`src/hw/rtl/s256h_pkg.sv`:
```
`default_nettype none
// ----------------------------------------------------------------------------
// s256h_pkg
// shared types, round constants and the sha-256 bit functions
// ----------------------------------------------------------------------------
package s256h_pkg;

	// eight working / chaining words
	typedef struct packed {
		logic [31:0] a;
		logic [31:0] b;
		logic [31:0] c;
		logic [31:0] d;
		logic [31:0] e;
		logic [31:0] f;
		logic [31:0] g;
		logic [31:0] h;
	} s256h_work_t;

	// sequencer states, one-hot
	typedef enum logic [3:0] {
		ST_IDLE  = 4'b0001,
		ST_PAD   = 4'b0010,
		ST_ROUND = 4'b0100,
		ST_ADD   = 4'b1000
	} s256h_state_t;

	localparam logic [7:0] PAD_MARK = 8'h80;
	localparam logic [5:0] LEN_POS  = 6'd56;

	localparam s256h_work_t INIT_H = '{
		a: 32'h6a09e667, b: 32'hbb67ae85, c: 32'h3c6ef372, d: 32'ha54ff53a,
		e: 32'h510e527f, f: 32'h9b05688c, g: 32'h1f83d9ab, h: 32'h5be0cd19
	};

	localparam logic [31:0] ROUND_K [64] = '{
		32'h428a2f98, 32'h71374491, 32'hb5c0fbcf, 32'he9b5dba5,
		32'h3956c25b, 32'h59f111f1, 32'h923f82a4, 32'hab1c5ed5,
		32'hd807aa98, 32'h12835b01, 32'h243185be, 32'h550c7dc3,
		32'h72be5d74, 32'h80deb1fe, 32'h9bdc06a7, 32'hc19bf174,
		32'he49b69c1, 32'hefbe4786, 32'h0fc19dc6, 32'h240ca1cc,
		32'h2de92c6f, 32'h4a7484aa, 32'h5cb0a9dc, 32'h76f988da,
		32'h983e5152, 32'ha831c66d, 32'hb00327c8, 32'hbf597fc7,
		32'hc6e00bf3, 32'hd5a79147, 32'h06ca6351, 32'h14292967,
		32'h27b70a85, 32'h2e1b2138, 32'h4d2c6dfc, 32'h53380d13,
		32'h650a7354, 32'h766a0abb, 32'h81c2c92e, 32'h92722c85,
		32'ha2bfe8a1, 32'ha81a664b, 32'hc24b8b70, 32'hc76c51a3,
		32'hd192e819, 32'hd6990624, 32'hf40e3585, 32'h106aa070,
		32'h19a4c116, 32'h1e376c08, 32'h2748774c, 32'h34b0bcb5,
		32'h391c0cb3, 32'h4ed8aa4a, 32'h5b9cca4f, 32'h682e6ff3,
		32'h748f82ee, 32'h78a5636f, 32'h84c87814, 32'h8cc70208,
		32'h90befffa, 32'ha4506ceb, 32'hbef9a3f7, 32'hc67178f2
	};

	function automatic logic [31:0] big_sigma0(input logic [31:0] x);
		big_sigma0 = {x[1:0], x[31:2]} ^ {x[12:0], x[31:13]} ^ {x[21:0], x[31:22]};
	endfunction

	function automatic logic [31:0] big_sigma1(input logic [31:0] x);
		big_sigma1 = {x[5:0], x[31:6]} ^ {x[10:0], x[31:11]} ^ {x[24:0], x[31:25]};
	endfunction

	function automatic logic [31:0] small_sigma0(input logic [31:0] x);
		small_sigma0 = {x[6:0], x[31:7]} ^ {x[17:0], x[31:18]} ^ {3'b000, x[31:3]};
	endfunction

	function automatic logic [31:0] small_sigma1(input logic [31:0] x);
		small_sigma1 = {x[16:0], x[31:17]} ^ {x[18:0], x[31:19]} ^ {10'd0, x[31:10]};
	endfunction

endpackage
`default_nettype wire

```
`src/hw/rtl/s256h_round.sv`:
```
`default_nettype none
// ----------------------------------------------------------------------------
// s256h_round
// one compression round plus the next message schedule word
// ----------------------------------------------------------------------------
module s256h_round
	import s256h_pkg::*;
(
	input  s256h_work_t  work,
	input  logic [31:0]  k_word,
	input  logic [511:0] window,
	output s256h_work_t  work_next,
	output logic [31:0]  w_next
);

	logic [31:0] w_t;
	logic [31:0] t1;
	logic [31:0] t2;

	// window word j holds w[t+j], word 0 at the top
	assign w_t = window[511:480];

	assign t1 = work.h + big_sigma1(work.e) + ((work.e & work.f) ^ (~work.e & work.g))
		+ k_word + w_t;
	assign t2 = big_sigma0(work.a)
		+ ((work.a & work.b) ^ (work.a & work.c) ^ (work.b & work.c));

	always_comb begin
		work_next.h = work.g;
		work_next.g = work.f;
		work_next.f = work.e;
		work_next.e = work.d + t1;
		work_next.d = work.c;
		work_next.c = work.b;
		work_next.b = work.a;
		work_next.a = t1 + t2;
	end

	// w[t+16] from w[t+14], w[t+9], w[t+1], w[t]
	assign w_next = small_sigma1(window[63:32]) + window[223:192]
		+ small_sigma0(window[479:448]) + w_t;

endmodule
`default_nettype wire

```
`src/hw/rtl/sha256_stream_hasher.sv`:
```
`default_nettype none
// ----------------------------------------------------------------------------
// sha256_stream_hasher
// byte-serial sha-256: gathers bytes into a block, compresses, pads, digests
// ----------------------------------------------------------------------------
// a byte request is taken only while idle; the 64th byte of a block starts the
// 64 rounds and then the chaining add on the single shared round unit, busy meanwhile
// an end request pads one byte per cycle up to the block end, then compresses;
// done pulses in the cycle after the last chaining add and the digest holds after
// the receiver cannot stall: done is a one-cycle strobe, busy low when idle
// arst_n clears the sequencer, counts and loads the initial hash values
// ----------------------------------------------------------------------------
module sha256_stream_hasher
	import s256h_pkg::*;
(
	input  logic        clk,
	input  logic        arst_n,
	input  logic        start,
	output logic        busy,
	input  logic [7:0]  data_byte,
	input  logic        byte_present,
	input  logic        message_end,
	output logic        done,
	output logic [63:0] digest_bits_255_192,
	output logic [63:0] digest_bits_191_128,
	output logic [63:0] digest_bits_127_64,
	output logic [63:0] digest_bits_63_0
);

	s256h_state_t state_q;
	s256h_work_t  chain_q;      // chaining words
	s256h_work_t  work_q;       // round working words
	s256h_work_t  work_nxt;
	s256h_work_t  sum;          // chain plus work after round 63
	s256h_work_t  digest_q;
	logic [511:0] win_q;        // block buffer, doubles as schedule window
	logic [31:0]  w_new;
	logic [5:0]   fill_q;
	logic [63:0]  bitcnt_q;
	logic [5:0]   rnd_q;
	logic         end_q;        // message is closing, padding pending
	logic         last_q;       // current compression is the final one
	logic         mark_q;       // 0x80 already appended
	logic         len_q;        // inside the length bytes
	logic         done_q;

	logic         accept;
	logic         absorb;
	logic         in_len;
	logic         wrap;
	logic [7:0]   pad_byte;
	logic [7:0]   abs_byte;
	logic [2:0]   lb_sel;

	assign accept = start && (state_q == ST_IDLE);

	// length phase starts once the mark is in and the fill hits byte 56
	assign in_len = len_q || (mark_q && (fill_q == LEN_POS));
	// length bytes go out most significant first
	assign lb_sel = ~fill_q[2:0];

	always_comb begin
		if (!mark_q) begin
			pad_byte = PAD_MARK;
		end else if (in_len) begin
			pad_byte = bitcnt_q[{lb_sel, 3'b000} +: 8];
		end else begin
			pad_byte = 8'h00;
		end
	end

	// a byte enters the buffer from a request or from the padding walk
	assign absorb   = (accept && byte_present) || (state_q == ST_PAD);
	assign abs_byte = (state_q == ST_PAD) ? pad_byte : data_byte;
	assign wrap     = absorb && (&fill_q);

	s256h_round u_round (
		.work      (work_q),
		.k_word    (ROUND_K[rnd_q]),
		.window    (win_q),
		.work_next (work_nxt),
		.w_next    (w_new)
	);

	always_comb begin
		sum.a = chain_q.a + work_q.a;
		sum.b = chain_q.b + work_q.b;
		sum.c = chain_q.c + work_q.c;
		sum.d = chain_q.d + work_q.d;
		sum.e = chain_q.e + work_q.e;
		sum.f = chain_q.f + work_q.f;
		sum.g = chain_q.g + work_q.g;
		sum.h = chain_q.h + work_q.h;
	end

	// sequencer and control state
	always_ff @(posedge clk or negedge arst_n) begin
		if (!arst_n) begin
			state_q  <= ST_IDLE;
			chain_q  <= INIT_H;
			fill_q   <= '0;
			bitcnt_q <= '0;
			rnd_q    <= '0;
			end_q    <= 1'b0;
			last_q   <= 1'b0;
			mark_q   <= 1'b0;
			len_q    <= 1'b0;
			done_q   <= 1'b0;
		end else begin
			done_q <= 1'b0;
			if (absorb) begin
				fill_q <= fill_q + 6'd1;
			end
			case (state_q)
				ST_IDLE: begin
					mark_q <= 1'b0;
					len_q  <= 1'b0;
					if (start) begin
						if (byte_present) begin
							bitcnt_q <= bitcnt_q + 64'd8;
						end
						if (wrap) begin
							// block full: compress first, pad afterwards if ending
							end_q   <= message_end;
							last_q  <= 1'b0;
							rnd_q   <= '0;
							state_q <= ST_ROUND;
						end else if (message_end) begin
							end_q   <= 1'b1;
							state_q <= ST_PAD;
						end
					end
				end
				ST_PAD: begin
					mark_q <= 1'b1;
					len_q  <= in_len;
					if (wrap) begin
						last_q  <= in_len;
						rnd_q   <= '0;
						state_q <= ST_ROUND;
					end
				end
				ST_ROUND: begin
					rnd_q <= rnd_q + 6'd1;
					if (&rnd_q) begin
						state_q <= ST_ADD;
					end
				end
				ST_ADD: begin
					if (last_q) begin
						// digest out, back to the initial state
						chain_q  <= INIT_H;
						bitcnt_q <= '0;
						end_q    <= 1'b0;
						last_q   <= 1'b0;
						done_q   <= 1'b1;
						state_q  <= ST_IDLE;
					end else begin
						chain_q <= sum;
						state_q <= end_q ? ST_PAD : ST_IDLE;
					end
				end
				default: begin
					state_q <= ST_IDLE;
				end
			endcase
		end
	end

	// datapath registers
	always_ff @(posedge clk) begin
		if (absorb) begin
			win_q <= {win_q[503:0], abs_byte};
		end else if (state_q == ST_ROUND) begin
			win_q <= {win_q[479:0], w_new};
		end
		if (wrap) begin
			work_q <= chain_q;
		end else if (state_q == ST_ROUND) begin
			work_q <= work_nxt;
		end
		if ((state_q == ST_ADD) && last_q) begin
			digest_q <= sum;
		end
	end

	assign busy                = (state_q != ST_IDLE);
	assign done                = done_q;
	assign digest_bits_255_192 = {digest_q.a, digest_q.b};
	assign digest_bits_191_128 = {digest_q.c, digest_q.d};
	assign digest_bits_127_64  = {digest_q.e, digest_q.f};
	assign digest_bits_63_0    = {digest_q.g, digest_q.h};

	// a digest strobe leaves the block idle with cleared counts
	assert property (@(posedge clk) disable iff (!arst_n)
		done_q |-> (state_q == ST_IDLE) && (fill_q == 6'd0) && (bitcnt_q == 64'd0))
		else $error("digest strobe without clean idle state");

	// the last round is always followed by the chaining add
	assert property (@(posedge clk) disable iff (!arst_n)
		(state_q == ST_ROUND) && (&rnd_q) |=> (state_q == ST_ADD))
		else $error("round 63 not followed by chaining add");

	// a filled block always starts a compression at round 0
	assert property (@(posedge clk) disable iff (!arst_n)
		wrap |=> (state_q == ST_ROUND) && (rnd_q == 6'd0) && (fill_q == 6'd0))
		else $error("full block did not start compression");

	// the final compression only begins after the length bytes
	assert property (@(posedge clk) disable iff (!arst_n)
		(state_q == ST_ROUND) && last_q |-> end_q && len_q)
		else $error("final compression without length bytes");

endmodule
`default_nettype wire

```
`config.mk`:
```
export PLATFORM = sky130hd
export DESIGN_NAME = sha256_stream_hasher
export DESIGN_NICKNAME = d
export VERILOG_FILES = /design/src/hw/rtl/s256h_pkg.sv /design/src/hw/rtl/s256h_round.sv /design/src/hw/rtl/sha256_stream_hasher.sv
export SDC_FILE = /design/constraint.sdc
export NUM_CORES = 2
export LEC_CHECK = 0
export ABC_AREA = 1
export BUFFER_PORTS_ARGS = -buffer_cell sky130_fd_sc_hd__buf_2
export CORE_MARGIN = 3
export CORE_UTILIZATION = 40
export CTS_CLUSTER_DIAMETER = 50
export DETAILED_ROUTE_END_ITERATION = 8
export SETUP_SLACK_MARGIN = 0.1
export SLEW_MARGIN = 10
export SYNTH_ARGS = -nofsm -noshare
export SYNTH_HDL_FRONTEND = slang
export SYNTH_SLANG_ARGS = --single-unit
```
`constraint.sdc`:
```
create_clock -name clk -period 12.5 [get_ports clk]
set_input_delay 2.5 -clock clk [delete_from_list [all_inputs] [get_ports clk]]
set_output_delay 2.5 -clock clk [all_outputs]
set_load 0.02 [all_outputs]
```
==> results summary <==
The flow ran to the end, and the final reports show no timing, DRC or antenna violations. Setup repair after global routing left no endpoint under its margin. The final worst slack is 4010 ps. The tool flagged a number of max-cap violations equal to 0.

The type of the worst setup path is reg2reg. In this run, CTS created clock tree buffers numbering 180. The post-detailed-route wirelength per cell came out at 24.1 µm. In this run the vertical extent of the chip is 472 µm. In this run, the number of DRC markers left after iteration 0 of detailed routing was 7,284. The post-DP HPWL is 246,000 µm. The number of hold violations in the final report is 0.

In this run the most critical hold path is launched from fill_q[5]. The number of nets produced by synthesis came out at 10,900. At the worst endpoint, the arrival time is 9080 ps. The worst path required time is 13,090 ps. The largest area contributor in the netlist is sky130_fd_sc_hd__edfxtp_1. In the final layout, the share of cells above drive strength 1 is 0.0804. The number of gates resized after cts came out at 0.

In this run the worst hold path is classified as reg2reg. The die footprint came out at 0.223 mm². The distinct cell type count after synthesis is 74. The initial antenna violation count is 7. The worst clock skew is 62.4 ps. In this design, the stage delay of the slowest critical-path cell is 850 ps. Counting instances in the post-synthesis netlist gives the leading cell types as sky130_fd_sc_hd__nand2_1 (3,172), sky130_fd_sc_hd__inv_1 (1,214), sky130_fd_sc_hd__edfxtp_1 (1,024). The gate count of the mapped netlist is 10,300. The area of all sequential standard cells is 0.0394 mm². The wire length of the first global-routing pass is 474,000 µm. The placed cell area came out at 0.0909 mm². The destination of the worst register-to-register timing path is work_q[247]. The clock-pin slew of the registers on the worst-case setup and hold paths is 60 ps. The detailed-router iteration count before antenna repair is 6. The area of all placed cells without fillers is 0.0971 mm².

The count of nets left with antenna violations once routing finished came out at 0. The worst hold path depth came out at 1. In the global route stage, overall resource usage came out at 0.283.

In this run the tightest slew margin relative to its limit is 0.166. Of the synthesized area, sequential elements account for 0.453. The highest attainable clock frequency is 118 MHz.

The post-synthesis register bit count is 1,362. The clock sink total is 1,362. The largest net degree at the start of global routing is 196. The minimum period implied by the final worst setup slack came out at 8490 ps. The path with the worst hold slack has its endpoint at fill_q[5]. The number of buffers inserted to repair setup after CTS is 0. The final number of max-transition violations came to 0. The cell area after technology mapping is 0.0870 mm². The area growth from synthesis to layout came out at 11.6%. TritonCTS built the clock tree. The core box area came out at 0.215 mm².

The number of H-tree branching levels came out at 4. sky130_fd_sc_hd__nand2_1 is the most common cell in the netlist. STA classifies the critical path startpoint as a flip-flop. The number of cells traversed by the worst register-to-register path is 31. In the routed layout, each cell is associated on average with a via count of 5.48. Ranked by total cell area, the synthesized netlist is headed by sky130_fd_sc_hd__edfxtp_1 (35%), sky130_fd_sc_hd__nand2_1 (14%), sky130_fd_sc_hd__dfrtp_1 (5.8%), sky130_fd_sc_hd__ha_1 (5.7%), sky130_fd_sc_hd__inv_1 (5.2%).

The count of flip-flops with a built-in enable after synthesis is 1,024. After filler insertion, the fill cell instance count of the layout stands at 21,300. The worst-path maximum fanout came out at 13.

The slowest stage of the critical path belongs to the cell sky130_fd_sc_hd__a221oi_1. At the later pin of the worst-skew pair, clock insertion delay measures 890 ps. In this run the clock root is driven by a sky130_fd_sc_hd__clkbuf_16. Each instance of the synthesized netlist takes up on average 8.49 µm². Buffers inserted to repair hold after CTS numbered 0. The number of global-route vias before repair is 70,900. The maximum count of clock buffers along a single path is 3. The worst register-to-register path has a setup slack of 4010 ps. In this run the tool buffered the top-level ports with 270 buffer cells. The final number of setup-violating endpoints came out at 0.

The pre-CTS setup slack is 4070 ps. The yosys synthesis warning count is 0. The area occupied by multi-input gates came out at 0.0415 mm². The fraction of synthesis flops using an asynchronous set or reset pin came out at 0.248. For this run, the post-layout net count is 11,000.

The launch point of the worst reg-to-reg path is rnd_q[1]. The via count is 73,300. STA classifies the critical path endpoint as a flip-flop. The I/O pin total came out at 271. The die boundary width came out at 472 µm. The last weighted congestion value of the routability-driven placer is 0.999. The overall overflow remaining after global route is 0. Among all flip-flop cells after synthesis, the most frequent one is sky130_fd_sc_hd__edfxtp_1.

The number of remaining DRC errors came out at 0. The detailed-route wire length came out at 322,000 µm. The portion of synthesized cell area occupied by the leading cell type came out at 0.353. The actual transition at the worst max-transition pin came out at 1250 ps. Dividing the final minimum period by the clock period gives 0.679. For this configuration, the core starts out at a cell density of 0.404. The setup total negative slack came out at 0 ps.

The most frequent cell on the critical path is sky130_fd_sc_hd__nand2_1. The count of standard-cell rows came out at 170.
[metal layers]
layer,track usage,up-vias,part of all wire
li1,-,34200,-
met1,0.398,35700,0.44
met2,0.440,2876,0.44
met3,0.0427,523,0.072
met4,0.112,2,0.044
met5,0,-,0.000037
[worst max path at each step]
| stage | start | to |
|---|---|---|
| CTS | rnd_q[1] | work_q[247] |
| finish | rnd_q[1] | work_q[247] |
| floorplan | byte_present | win_q[0] |
| detailed placement | rnd_q[1] | work_q[247] |
| global route | rnd_q[1] | work_q[247] |
| global placement | rnd_q[1] | work_q[247] |
[stage by stage]
step           utilization  instances  hold slack, ps
4_1_cts              0.451      13400             479
3_3_place_gp         0.422      13000             466
5_1_grt              0.451      13400             501
2_1_floorplan            -      10300             445
3_5_place_dp         0.422      13000             467
6_report             0.451      13400             480
[state kept, by name, indices dropped and copies added (netlist names)]
register	cells
bitcnt_q	61
chain_q	256
digest_bits_127_64	64
digest_bits_191_128	64
digest_bits_255_192	64
digest_bits_63_0	64
done	1
end_q	1
fill_q	6
last_q	1
len_q	1
mark_q	1
rnd_q	6
state_q	4
win_q	512
work_q	256
[area by class of cell]
type | count | area share
inverter | 1226 | 0.0477
clock inverter | 127 | 0.0151
clock buffer | 209 | 0.0486
antenna | 4 | 0.000103
tap | 2838 | 0.0366
timing repair buffer | 328 | 0.0191
multi-input combinational | 7285 | 0.427
sequential | 1362 | 0.405
[cells by family (layout without fill, tap and decap cells)]
logic type,after synthesis,count (layout),synth area share
other cells,0,4,0
mux,22,22,0.00255
buf+inv,1604,1890,0.0710
fa+ha+maj,611,611,0.104
simple gates,4447,4447,0.207
flops,1362,1362,0.453
xor+xnor,511,511,0.0514
compound gates,1694,1694,0.112
[placed cells by master, fill, tap and decap left out, types with 21 or more instances in the layout]
| cell type | netlist | layout |
|---|---|---|
| sky130_fd_sc_hd__dfstp_2 | 137 | 137 |
| sky130_fd_sc_hd__buf_2 | 83 | 269 |
| sky130_fd_sc_hd__nor2_1 | 578 | 577 |
| sky130_fd_sc_hd__o21ai_0 | 656 | 656 |
| sky130_fd_sc_hd__a221oi_1 | 22 | 22 |
| sky130_fd_sc_hd__clkbuf_16 | 0 | 182 |
| sky130_fd_sc_hd__o22ai_1 | 111 | 111 |
| sky130_fd_sc_hd__edfxtp_1 | 1024 | 1024 |
| sky130_fd_sc_hd__o211ai_1 | 23 | 23 |
| sky130_fd_sc_hd__nand4_1 | 83 | 83 |
| sky130_fd_sc_hd__nor4_1 | 33 | 33 |
| sky130_fd_sc_hd__a21o_1 | 61 | 61 |
| sky130_fd_sc_hd__a31oi_1 | 45 | 45 |
| sky130_fd_sc_hd__clkbuf_1 | 260 | 21 |
| sky130_fd_sc_hd__or2_2 | 32 | 32 |
| sky130_fd_sc_hd__o21a_1 | 21 | 21 |
| sky130_fd_sc_hd__nand2_1 | 3172 | 3171 |
| sky130_fd_sc_hd__and2_1 | 26 | 26 |
| sky130_fd_sc_hd__a21oi_1 | 516 | 516 |
| sky130_fd_sc_hd__ha_1 | 396 | 396 |
| sky130_fd_sc_hd__xor2_1 | 299 | 299 |
| sky130_fd_sc_hd__nor3_1 | 122 | 122 |
| sky130_fd_sc_hd__nand3b_1 | 30 | 30 |
| sky130_fd_sc_hd__nand3_1 | 330 | 330 |
| sky130_fd_sc_hd__inv_1 | 1214 | 1213 |
| sky130_fd_sc_hd__a21boi_0 | 28 | 28 |
| sky130_fd_sc_hd__o31ai_1 | 21 | 21 |
| sky130_fd_sc_hd__xnor2_1 | 212 | 212 |
| sky130_fd_sc_hd__clkinv_1 | 3 | 28 |
| sky130_fd_sc_hd__buf_4 | 10 | 53 |
| sky130_fd_sc_hd__fa_1 | 195 | 195 |
| sky130_fd_sc_hd__mux2i_1 | 21 | 21 |
| sky130_fd_sc_hd__o21bai_1 | 67 | 67 |
| sky130_fd_sc_hd__dfrtp_1 | 201 | 199 |
| sky130_fd_sc_hd__o221ai_1 | 23 | 23 |
[critical path: cells and delay by family (launching register included)]
kind                       cells  cell delay, ps
DFF                            1             660
AOI/OAI and AO/OA              9            2450
adders and majority gates      6            2700
xor gates and xnor gates       1             560
and+or+nand+nor               11            1330
buffers and inverters          4             510
Power is not shown: default switching activity piles up to over one toggle a cycle in this logic, so the estimate is an artifact.
